==> config.mk <==
export PLATFORM = sky130hd
export DESIGN_NAME = lcd_scanline_mode_timing
export DESIGN_NICKNAME = d
export VERILOG_FILES = /design/src/rtl/core/lsmt_pkg.sv /design/src/rtl/core/lsmt_in_stage.sv /design/src/rtl/core/lsmt_timing.sv /design/src/rtl/core/lsmt_out_stage.sv /design/src/rtl/core/lcd_scanline_mode_timing.sv
export SDC_FILE = /design/constraint.sdc
export NUM_CORES = 1
export LEC_CHECK = 0
export ABC_AREA = 1
export BUFFER_PORTS_ARGS = -buffer_cell sky130_fd_sc_hd__buf_2
export CAP_MARGIN = 5
export CORE_ASPECT_RATIO = 1.2
export CORE_UTILIZATION = 59
export DETAILED_ROUTE_END_ITERATION = 16
export PLACE_DENSITY = 0.93
export SLEW_MARGIN = 20
export SYNTH_ARGS = -nofsm -noshare
export SYNTH_HDL_FRONTEND = slang
export SYNTH_SLANG_ARGS = --single-unit
==> constraint.sdc <==
create_clock -name clk -period 5.5 [get_ports clk]
set_input_delay 1.1 -clock clk [delete_from_list [all_inputs] [get_ports clk]]
set_output_delay 1.1 -clock clk [all_outputs]
set_load 0.05 [all_outputs]
==> src/rtl/core/lsmt_pkg.sv <==
// Shared types and constants for the LCD scanline and mode timing block.
`default_nettype none

package lsmt_pkg;

  localparam int LINE_LAST_DOT_DEF = 113;
  localparam int VISIBLE_LINES_DEF = 144;

  // Vblank lines following the first vblank line before the frame wraps.
  localparam int VBLANK_EXTRA_LINES = 9;

  localparam logic [6:0] DOT_TRANSFER = 7'd19;
  localparam logic [6:0] DOT_HBLANK   = 7'd61;

  localparam logic [1:0] MODE_HBLANK = 2'd0;
  localparam logic [1:0] MODE_VBLANK = 2'd1;
  localparam logic [1:0] MODE_OAM    = 2'd2;
  localparam logic [1:0] MODE_XFER   = 2'd3;

  localparam int IN_DATA_W  = 8;
  localparam int OUT_DATA_W = 24;

  typedef struct packed {
    logic [7:0] line;
    logic [1:0] mode;
    logic [6:0] dot_count;
    logic       coincidence;
    logic       stat_request;
    logic       vblank_request;
    logic       render_line_now;
    logic       render_frame_now;
  } lsmt_result_t;

endpackage

`default_nettype wire

==> src/rtl/core/lsmt_in_stage.sv <==
// Input register stage holding one line-compare beat.
`default_nettype none

module lsmt_in_stage
  import lsmt_pkg::*;
(
  input  wire logic                 clk,
  input  wire logic                 rst,
  input  wire logic                 in_valid,
  output logic                      in_ready,
  input  wire logic [IN_DATA_W-1:0] in_data,
  input  wire logic                 advance,
  output logic                      held_valid,
  output logic [7:0]                held_lyc
);

  assign in_ready = !held_valid || advance;

  always_ff @(posedge clk) begin
    if (rst) begin
      held_valid <= 1'b0;
    end else if (in_ready) begin
      held_valid <= in_valid;
    end
  end

  always_ff @(posedge clk) begin
    if (in_ready && in_valid) begin
      held_lyc <= in_data[7:0];
    end
  end

endmodule

`default_nettype wire

==> src/rtl/core/lsmt_timing.sv <==
// Dot, line and mode counters with the per-tick result logic.
`default_nettype none

module lsmt_timing
  import lsmt_pkg::*;
#(
  parameter int LINE_LAST_DOT = LINE_LAST_DOT_DEF,
  parameter int VISIBLE_LINES = VISIBLE_LINES_DEF
)
(
  input  wire logic       clk,
  input  wire logic       rst,
  input  wire logic       step,
  input  wire logic [7:0] lyc,
  output lsmt_result_t    result
);

  localparam logic [6:0] LAST_DOT  = 7'(LINE_LAST_DOT);
  localparam logic [7:0] VIS_LINE  = 8'(VISIBLE_LINES);
  localparam logic [7:0] LAST_LINE = 8'(VISIBLE_LINES + VBLANK_EXTRA_LINES);

  logic [6:0] dot_counter;
  logic [7:0] line_counter;
  logic [1:0] mode_bits;

  logic [6:0] dot_counter_next;
  logic [7:0] line_counter_next;
  logic [1:0] mode_bits_next;
  logic       last_dot;
  logic       rline;
  logic       rframe;

  assign last_dot = (dot_counter == LAST_DOT);

  always_comb begin
    line_counter_next = line_counter;
    mode_bits_next    = mode_bits;
    rline             = 1'b0;
    rframe            = 1'b0;
    if (line_counter < VIS_LINE) begin
      if (dot_counter == 7'd0) begin
        mode_bits_next = MODE_OAM;
      end else if (dot_counter == DOT_TRANSFER) begin
        mode_bits_next = MODE_XFER;
      end
      if (dot_counter == DOT_HBLANK) begin
        mode_bits_next = MODE_HBLANK;
        rline          = 1'b1;
      end
      // A new visible line always opens with the OAM scan.
      if (last_dot) begin
        line_counter_next = line_counter + 8'd1;
        mode_bits_next    = MODE_OAM;
      end
    end else if (line_counter == VIS_LINE) begin
      mode_bits_next = MODE_VBLANK;
      if (last_dot) begin
        rframe            = 1'b1;
        line_counter_next = line_counter + 8'd1;
      end
    end else if (line_counter >= LAST_LINE) begin
      if (last_dot) begin
        line_counter_next = 8'd0;
      end
    end else if (last_dot) begin
      line_counter_next = line_counter + 8'd1;
    end
    dot_counter_next = (dot_counter >= LAST_DOT) ? 7'd0 : dot_counter + 7'd1;
  end

  always_comb begin
    result.line             = line_counter_next;
    result.mode             = mode_bits_next;
    result.dot_count        = dot_counter;
    result.coincidence      = (lyc == line_counter_next);
    result.stat_request     = (lyc == line_counter_next);
    result.vblank_request   = rframe;
    result.render_line_now  = rline;
    result.render_frame_now = rframe;
  end

  always_ff @(posedge clk) begin
    if (rst) begin
      dot_counter  <= 7'd0;
      line_counter <= 8'd0;
      mode_bits    <= MODE_HBLANK;
    end else if (step) begin
      dot_counter  <= dot_counter_next;
      line_counter <= line_counter_next;
      mode_bits    <= mode_bits_next;
    end
  end

`ifndef SYNTHESIS
  a_dot_in_range: assert property (@(posedge clk) disable iff (rst)
    dot_counter <= LAST_DOT)
    else $error("dot counter ran past the last dot");

  a_line_in_range: assert property (@(posedge clk) disable iff (rst)
    line_counter <= LAST_LINE)
    else $error("line counter ran past the last vblank line");

  a_dot_wrap: assert property (@(posedge clk) disable iff (rst)
    step && last_dot |=> dot_counter == 7'd0 && line_counter != $past(line_counter))
    else $error("line did not advance at the last dot");

  a_vblank_mode: assert property (@(posedge clk) disable iff (rst)
    step && line_counter == VIS_LINE |=> mode_bits == MODE_VBLANK)
    else $error("first vblank line did not enter vblank mode");
`endif

endmodule

`default_nettype wire

==> src/rtl/core/lsmt_out_stage.sv <==
// Output register that holds one result beat until the receiver takes it.
`default_nettype none

module lsmt_out_stage
  import lsmt_pkg::*;
(
  input  wire logic                  clk,
  input  wire logic                  rst,
  input  wire logic                  load,
  input  wire lsmt_result_t          result,
  output logic                       advance,
  output logic                       out_valid,
  input  wire logic                  out_ready,
  output logic [OUT_DATA_W-1:0]      out_data
);

  assign advance = !out_valid || out_ready;

  always_ff @(posedge clk) begin
    if (rst) begin
      out_valid <= 1'b0;
    end else if (advance) begin
      out_valid <= load;
    end
  end

  always_ff @(posedge clk) begin
    if (advance && load) begin
      out_data <= {2'b00, result.render_frame_now, result.render_line_now,
                   result.vblank_request, result.stat_request, result.coincidence,
                   result.dot_count, result.mode, result.line};
    end
  end

endmodule

`default_nettype wire

==> src/rtl/core/lcd_scanline_mode_timing.sv <==
// Top level of the LCD scanline and mode timing generator.
//
// Each beat on the s_axis channel is one machine-cycle tick carrying the
// line-compare value (LYC). For every tick the block returns one beat on the
// m_axis channel with the line and mode after the tick, the dot position
// before it, the coincidence flag, the status request and the vblank,
// render-line and render-frame pulses.
// A tick passes through an input register and the counter update into an
// output register. Unless the receiver stalls, one tick is accepted every
// cycle; the throughput of one beat per cycle is set by the single
// dot/line/mode counter update done per accepted tick.
// The counters advance only on accepted ticks, so gaps in the input stream
// do not move display timing.
// When the receiver stalls, the output register holds its beat. If the input
// register is full, s_axis_tready drops in the same cycle; if it is empty, it
// takes one more tick first and then s_axis_tready drops.
// Reset (rst, synchronous, active high) clears both stages and sets the
// dot and line counters to zero with the mode at hblank.
`default_nettype none

module lcd_scanline_mode_timing
  import lsmt_pkg::*;
#(
  parameter int LINE_LAST_DOT = LINE_LAST_DOT_DEF,
  parameter int VISIBLE_LINES = VISIBLE_LINES_DEF
)
(
  input  wire logic                  clk,
  input  wire logic                  rst,
  input  wire logic                  s_axis_tvalid,
  output logic                       s_axis_tready,
  // [7:0] line_compare
  input  wire logic [IN_DATA_W-1:0]  s_axis_tdata,
  output logic                       m_axis_tvalid,
  input  wire logic                  m_axis_tready,
  // [7:0] line, [9:8] mode, [16:10] dot_count, [17] coincidence,
  // [18] stat_request, [19] vblank_request, [20] render_line_now,
  // [21] render_frame_now, [23:22] zero
  output logic [OUT_DATA_W-1:0]      m_axis_tdata
);

  logic         advance;
  logic         held_valid;
  logic [7:0]   held_lyc;
  logic         step;
  lsmt_result_t result;

  assign step = held_valid && advance;

  lsmt_in_stage u_in_stage (
    .clk        (clk),
    .rst        (rst),
    .in_valid   (s_axis_tvalid),
    .in_ready   (s_axis_tready),
    .in_data    (s_axis_tdata),
    .advance    (advance),
    .held_valid (held_valid),
    .held_lyc   (held_lyc)
  );

  lsmt_timing #(
    .LINE_LAST_DOT (LINE_LAST_DOT),
    .VISIBLE_LINES (VISIBLE_LINES)
  ) u_timing (
    .clk    (clk),
    .rst    (rst),
    .step   (step),
    .lyc    (held_lyc),
    .result (result)
  );

  lsmt_out_stage u_out_stage (
    .clk       (clk),
    .rst       (rst),
    .load      (held_valid),
    .result    (result),
    .advance   (advance),
    .out_valid (m_axis_tvalid),
    .out_ready (m_axis_tready),
    .out_data  (m_axis_tdata)
  );

endmodule

`default_nettype wire

After elaboration in Yosys (flattened, before gate mapping) --
Index checks and enable logic that the tools add are counted.
Word-level totals: register bits after elaboration 48, bits of input ports 12, output and inout port bits 26, word-level logic and storage cells 41
Cells by class: $add $sub $neg 2, order comparisons 3, equal/unequal tests 5, muxes and demuxes 16, reductions and logical operators 7
Operators by type and width (count):
- $mux 8 | 5
- $mux 2 | 6
- $add 8x1->8 const B | 1
- $eq 8x8->1 | 1
- $eq 8x8->1 const B | 1
- $ge 8x8->1 const B | 1
- $lt 8x8->1 const B | 1
- $add 7x1->7 const B | 1
- $eq 7x5->1 const B | 1
- $eq 7x6->1 const B | 1
- $eq 7x7->1 const B | 1
- $ge 7x7->1 const B | 1
- $logic_not 7->1 | 1
- $mux 7 | 1
- $mux 1 | 4
- $logic_and 1x1->1 | 2
- $logic_not 1->1 | 2
- $logic_or 1x1->1 | 2

Depth between registers and ports, before layout --
depth in word-level cells 6, depth in mapped cells 15, mapped depth without buffers 14

Modules after synthesis --
A second synthesis with hierarchy kept.
Second synthesis, totals: cells, all modules 295, area total of the unflattened synthesis 2547.4 sq um
Modules (own cells, without submodules):
- lsmt_timing | times used 1, cells an instance 248, area an instance 1525.2 sq um, sequential area each 340.3 sq um
- lsmt_out_stage | times used 1, cells an instance 31, area an instance 726.9 sq um, sequential area each 680.7 sq um
- lsmt_in_stage | times used 1, cells an instance 14, area an instance 287.8 sq um, sequential area each 260.2 sq um
- lcd_scanline_mode_timing | times used 1, cells an instance 2, area an instance 7.5 sq um, sequential area each 0.0 sq um

Worst setup path before layout --
Ideal clock, no wire load.
kind input port to output port, start point in m_axis_tready, end point out s_axis_tready, arrival time 1.560 ns, data required time 4.400 ns, setup slack 2.840 ns, stages on the path 2, buffers on the path 0, cell sequence inv_1 nand3_1
Between the ends: longest elaborated chain between the ends 2
RTL lines:
- from (decl) | RTL line lcd_scanline_mode_timing.sv:35 | input wire logic m_axis_tready,
- $logic_or 1x1->1 | RTL line lsmt_out_stage.sv:17 | assign advance = !out_valid || out_ready;
- $logic_or 1x1->1 | RTL line lsmt_in_stage.sv:17 | assign in_ready = !held_valid || advance;
- to (decl) | RTL line lcd_scanline_mode_timing.sv:31 | output logic s_axis_tready,
Every way passes these cells.

Worst setup path after layout --
start point in m_axis_tready, end point reg u_timing.dot_counter[4]
Between the ends: longest elaborated chain between the ends 2
RTL lines:
- $logic_or 1x1->1 | RTL line lsmt_out_stage.sv:17
- $logic_and 1x1->1 | RTL line lcd_scanline_mode_timing.sv:48 | assign step = held_valid && advance;
- to (signal assigned) | RTL line lsmt_timing.sv:88 | dot_counter <= dot_counter_next;
- to (decl) | RTL line lsmt_timing.sv:22 | logic [6:0] dot_counter;
Every way passes these cells. A chain may end at the register's enable or synchronous reset.

==> results.md <==
- Asr flop ratio synth: 0%
- Post-CTS setup buffers: 0
- Max-slew violations: 0
- Worst Path Max Fanout: 20
- Wire per inst: 13.0 um
- Reg power frac: 52.0%
- HP Class: reg2reg
- Final setup vio count: 0
- Avg Cell Area, Syn: 8.76 um2
- Drt pass-1 iters: 4
- Grt total ovfl: 0
- Nets@finish: 332
- Sequential area share after synthesis: 49.9%
- Post-synth EDFFs: 28
- PD cells: 285 mW/mm2
- Cell internal pwr: 0.571 mW
- Inserted Diodes: 0
- Netlist cell types: 29
- R2R Path Start: u_out_stage.out_valid$_SDFFE_PP0P_
- Share of post-route cells with drive strength above 1: 20.8%
- CP startpoint: m_axis_tready
- Number of global-route vias before repair: 1806
- TritonCTS clock tree: built
- Cells after Synth: 279
- Initial Utilization: 62.0%
- List of most frequent post-synthesis cells: nand2_1, inv_1, edfxtp_1, nand3_1
- Clock buffer depth: 2
- Clock latency on the worst-skew pair: 300 ps
- CP Data Arrival Time: 2950 ps
- Metal-1 WL: 1910 um
- CTS HTree Levels: 2
- PortBufs: 35
- FP Rows: 25
- Die height: 72.5 um
- DRC Markers: 0
- Via density: 5.47
- Total chip power: 0.780 mW
- Routed WL: 4790 um
- Max layer used: met4
- Clock-pin slew of the registers on the worst-case setup and hold paths: 80 ps
- CTS root buffer: clkbuf_8
- Max-cap viol count: 0
- Status: completed
- Most numerous cell in the Yosys netlist: nand2_1
- Chip Width: 60.8 um
- Hold Fails Final Rpt: 0
- Synth top area share: 34.4%
- CP endpoint kind: flop
- Post-DRT Antenna Nets: 0
- CORE AREA: 0.00394 mm2
- Clock sink count: 47
- VDD IR max: 0.185 mV
- Leakage: 1.22 nW
- RD Place Congestion: 0.949
- Synth warn: 0
- FF-to-FF End: u_timing.dot_counter[4]$_SDFFE_PP0P_
- Met3 wire len: 346 um
- P&R area growth vs syn: 12.0%
- Post-DP HPWL: 3490 um
- Total GRT Usage: 24.4%
- Tmin final: 2780 ps
- Final core occ: 69.5%
- Die area: 0.00441 mm2
- TNS Setup: 0 ps
- IO Count: 38
- Main synth FF type: edfxtp_1
- Reg2Reg Depth: 8
- Area leader, netlist: edfxtp_1
- CTS Hold Bufs: 0
- Period Utilization, post-route: 50.5%
- First-pass GRT wire length: 7940 um
- FF-to-FF setup slack: 3290 ps
- Largest net degree at the start of global routing: 21
- Unrepaired setup endpoints after global routing: false
- Worst Skew: 8.43 ps
- Setup CP Type: in2reg
- Switch share: 26.9%
- CTS resizes: 0
- Worst Path Required: 5670 ps
- Critical path endpoint: u_timing.dot_counter[4]$_SDFFE_PP0P_
- Starting DRC count in detailed routing: 108
- Worst Max-Slew Pin Slew: 615 ps
- Clock power frac: 34.0%
- Combinational power share: 14.0%
- Synthesized area: 0.00244 mm2
- CP Launch Type: primary input
- CTS Buf Count: 5
- DR WL met2: 2360 um
- FF+latch count, synth: 47
- Initial antenna violation count: 0
- Vias after detailed routing: 2008
- Slew headroom: 59.0%
- FMAX: 0.360 GHz
- Sw power: 0.210 mW
- Top post-synthesis cells by area: edfxtp_1, dfxtp_1, nand2_1, inv_1, nand3_1
power by group through the flow:
stage,clock [mW],combinational [mW],sequential [mW]
2_1_floorplan,0,0.0627,0.435
3_3_place_gp,0,0.104,0.413
3_5_place_dp,0,0.108,0.413
4_1_cts,0.265,0.109,0.405
5_1_grt,0.277,0.120,0.408
6_report,0.265,0.109,0.406
worst max-delay path, stage by stage:
cell     delay [ps]
buf_2            70
inv_1            40
nand2_1          70
nand2_1         260
inv_1           570
buf_4           350
nand2_1         110
nor2_1          130
xor2_1          190
nor2_1           60
logic make-up (layout without fill, tap and decap cells):
| kind of cell | after synthesis | in the layout | synth area share (%) |
|---|---|---|---|
| and+or+nand+nor | 139 | 139 | 28.7 |
| xor gates and xnor gates | 5 | 5 | 1.79 |
| other | 1 | 2 | 0.153 |
| adders and majority gates | 8 | 8 | 4.09 |
| DFF | 47 | 47 | 49.9 |
| AOI/OAI and AO/OA | 29 | 29 | 5.99 |
| buffers and inverters | 50 | 83 | 9.37 |
worst min-delay path by stage:
stage,end,cells after the start,start,slack (ps)
after floorplan,u_out_stage.out_data[14]$_DFFE_PP_,0,u_timing.dot_counter[4]$_SDFFE_PP0P_,470
after global placement,u_out_stage.out_valid$_SDFFE_PP0P_,2,u_out_stage.out_valid$_SDFFE_PP0P_,490
after detailed placement,u_out_stage.out_data[16]$_DFFE_PP_,0,u_timing.dot_counter[6]$_SDFFE_PP0P_,520
after CTS,u_out_stage.out_data[16]$_DFFE_PP_,0,u_timing.dot_counter[6]$_SDFFE_PP0P_,530
after global routing,u_out_stage.out_data[16]$_DFFE_PP_,0,u_timing.dot_counter[6]$_SDFFE_PP0P_,540
final,u_out_stage.out_data[16]$_DFFE_PP_,0,u_timing.dot_counter[6]$_SDFFE_PP0P_,530
layout by cell type (no fill, tap or decap), types with 6 or more instances in the layout:
| master | Yosys | final |
|---|---|---|
| a21oi_1 | 16 | 16 |
| buf_2 | 0 | 35 |
| clkbuf_8 | 0 | 6 |
| dfxtp_1 | 19 | 19 |
| edfxtp_1 | 28 | 28 |
| ha_1 | 8 | 8 |
| inv_1 | 36 | 36 |
| nand2_1 | 59 | 59 |
| nand3_1 | 26 | 26 |
| nand4_1 | 7 | 7 |
| nor2_1 | 19 | 19 |
| nor3_1 | 7 | 7 |
| o21ai_0 | 11 | 11 |
stage by stage:
step,hold WS [ps],cells,worst slack (ps),area (um2)
after floorplan,475,280,2840,2450
after global placement,492,359,2550,2620
after detailed placement,516,359,2390,2620
after CTS,529,367,2700,2740
after global routing,540,367,2450,2740
final,528,367,2720,2740
sequential cells by signal (all words and copies together) (netlist names):
| register | cells |
|---|---|
| u_in_stage.held_lyc | 8 |
| u_timing.line_counter | 8 |
| u_out_stage.out_valid | 1 |
| u_in_stage.held_valid | 1 |
| u_out_stage.out_data | 20 |
| u_timing.mode_bits | 2 |
| u_timing.dot_counter | 7 |
layout make-up:
class	instances	area (um2)
clock buffers	6	82.6
clock inverters	2	38.8
fillers	317	1200
inverters	39	146
multi-input cells	183	998
flip-flops and latches	47	1220
well taps	54	67.6
repair buffers	36	183
per-layer routing:
metal,global-route usage [%],vias up
li1,-,979
met1,30.5,907
met2,39.3,103
met3,4.28,19
met4,13.6,0
met5,0,-
(Power assumes the default switching activity.)
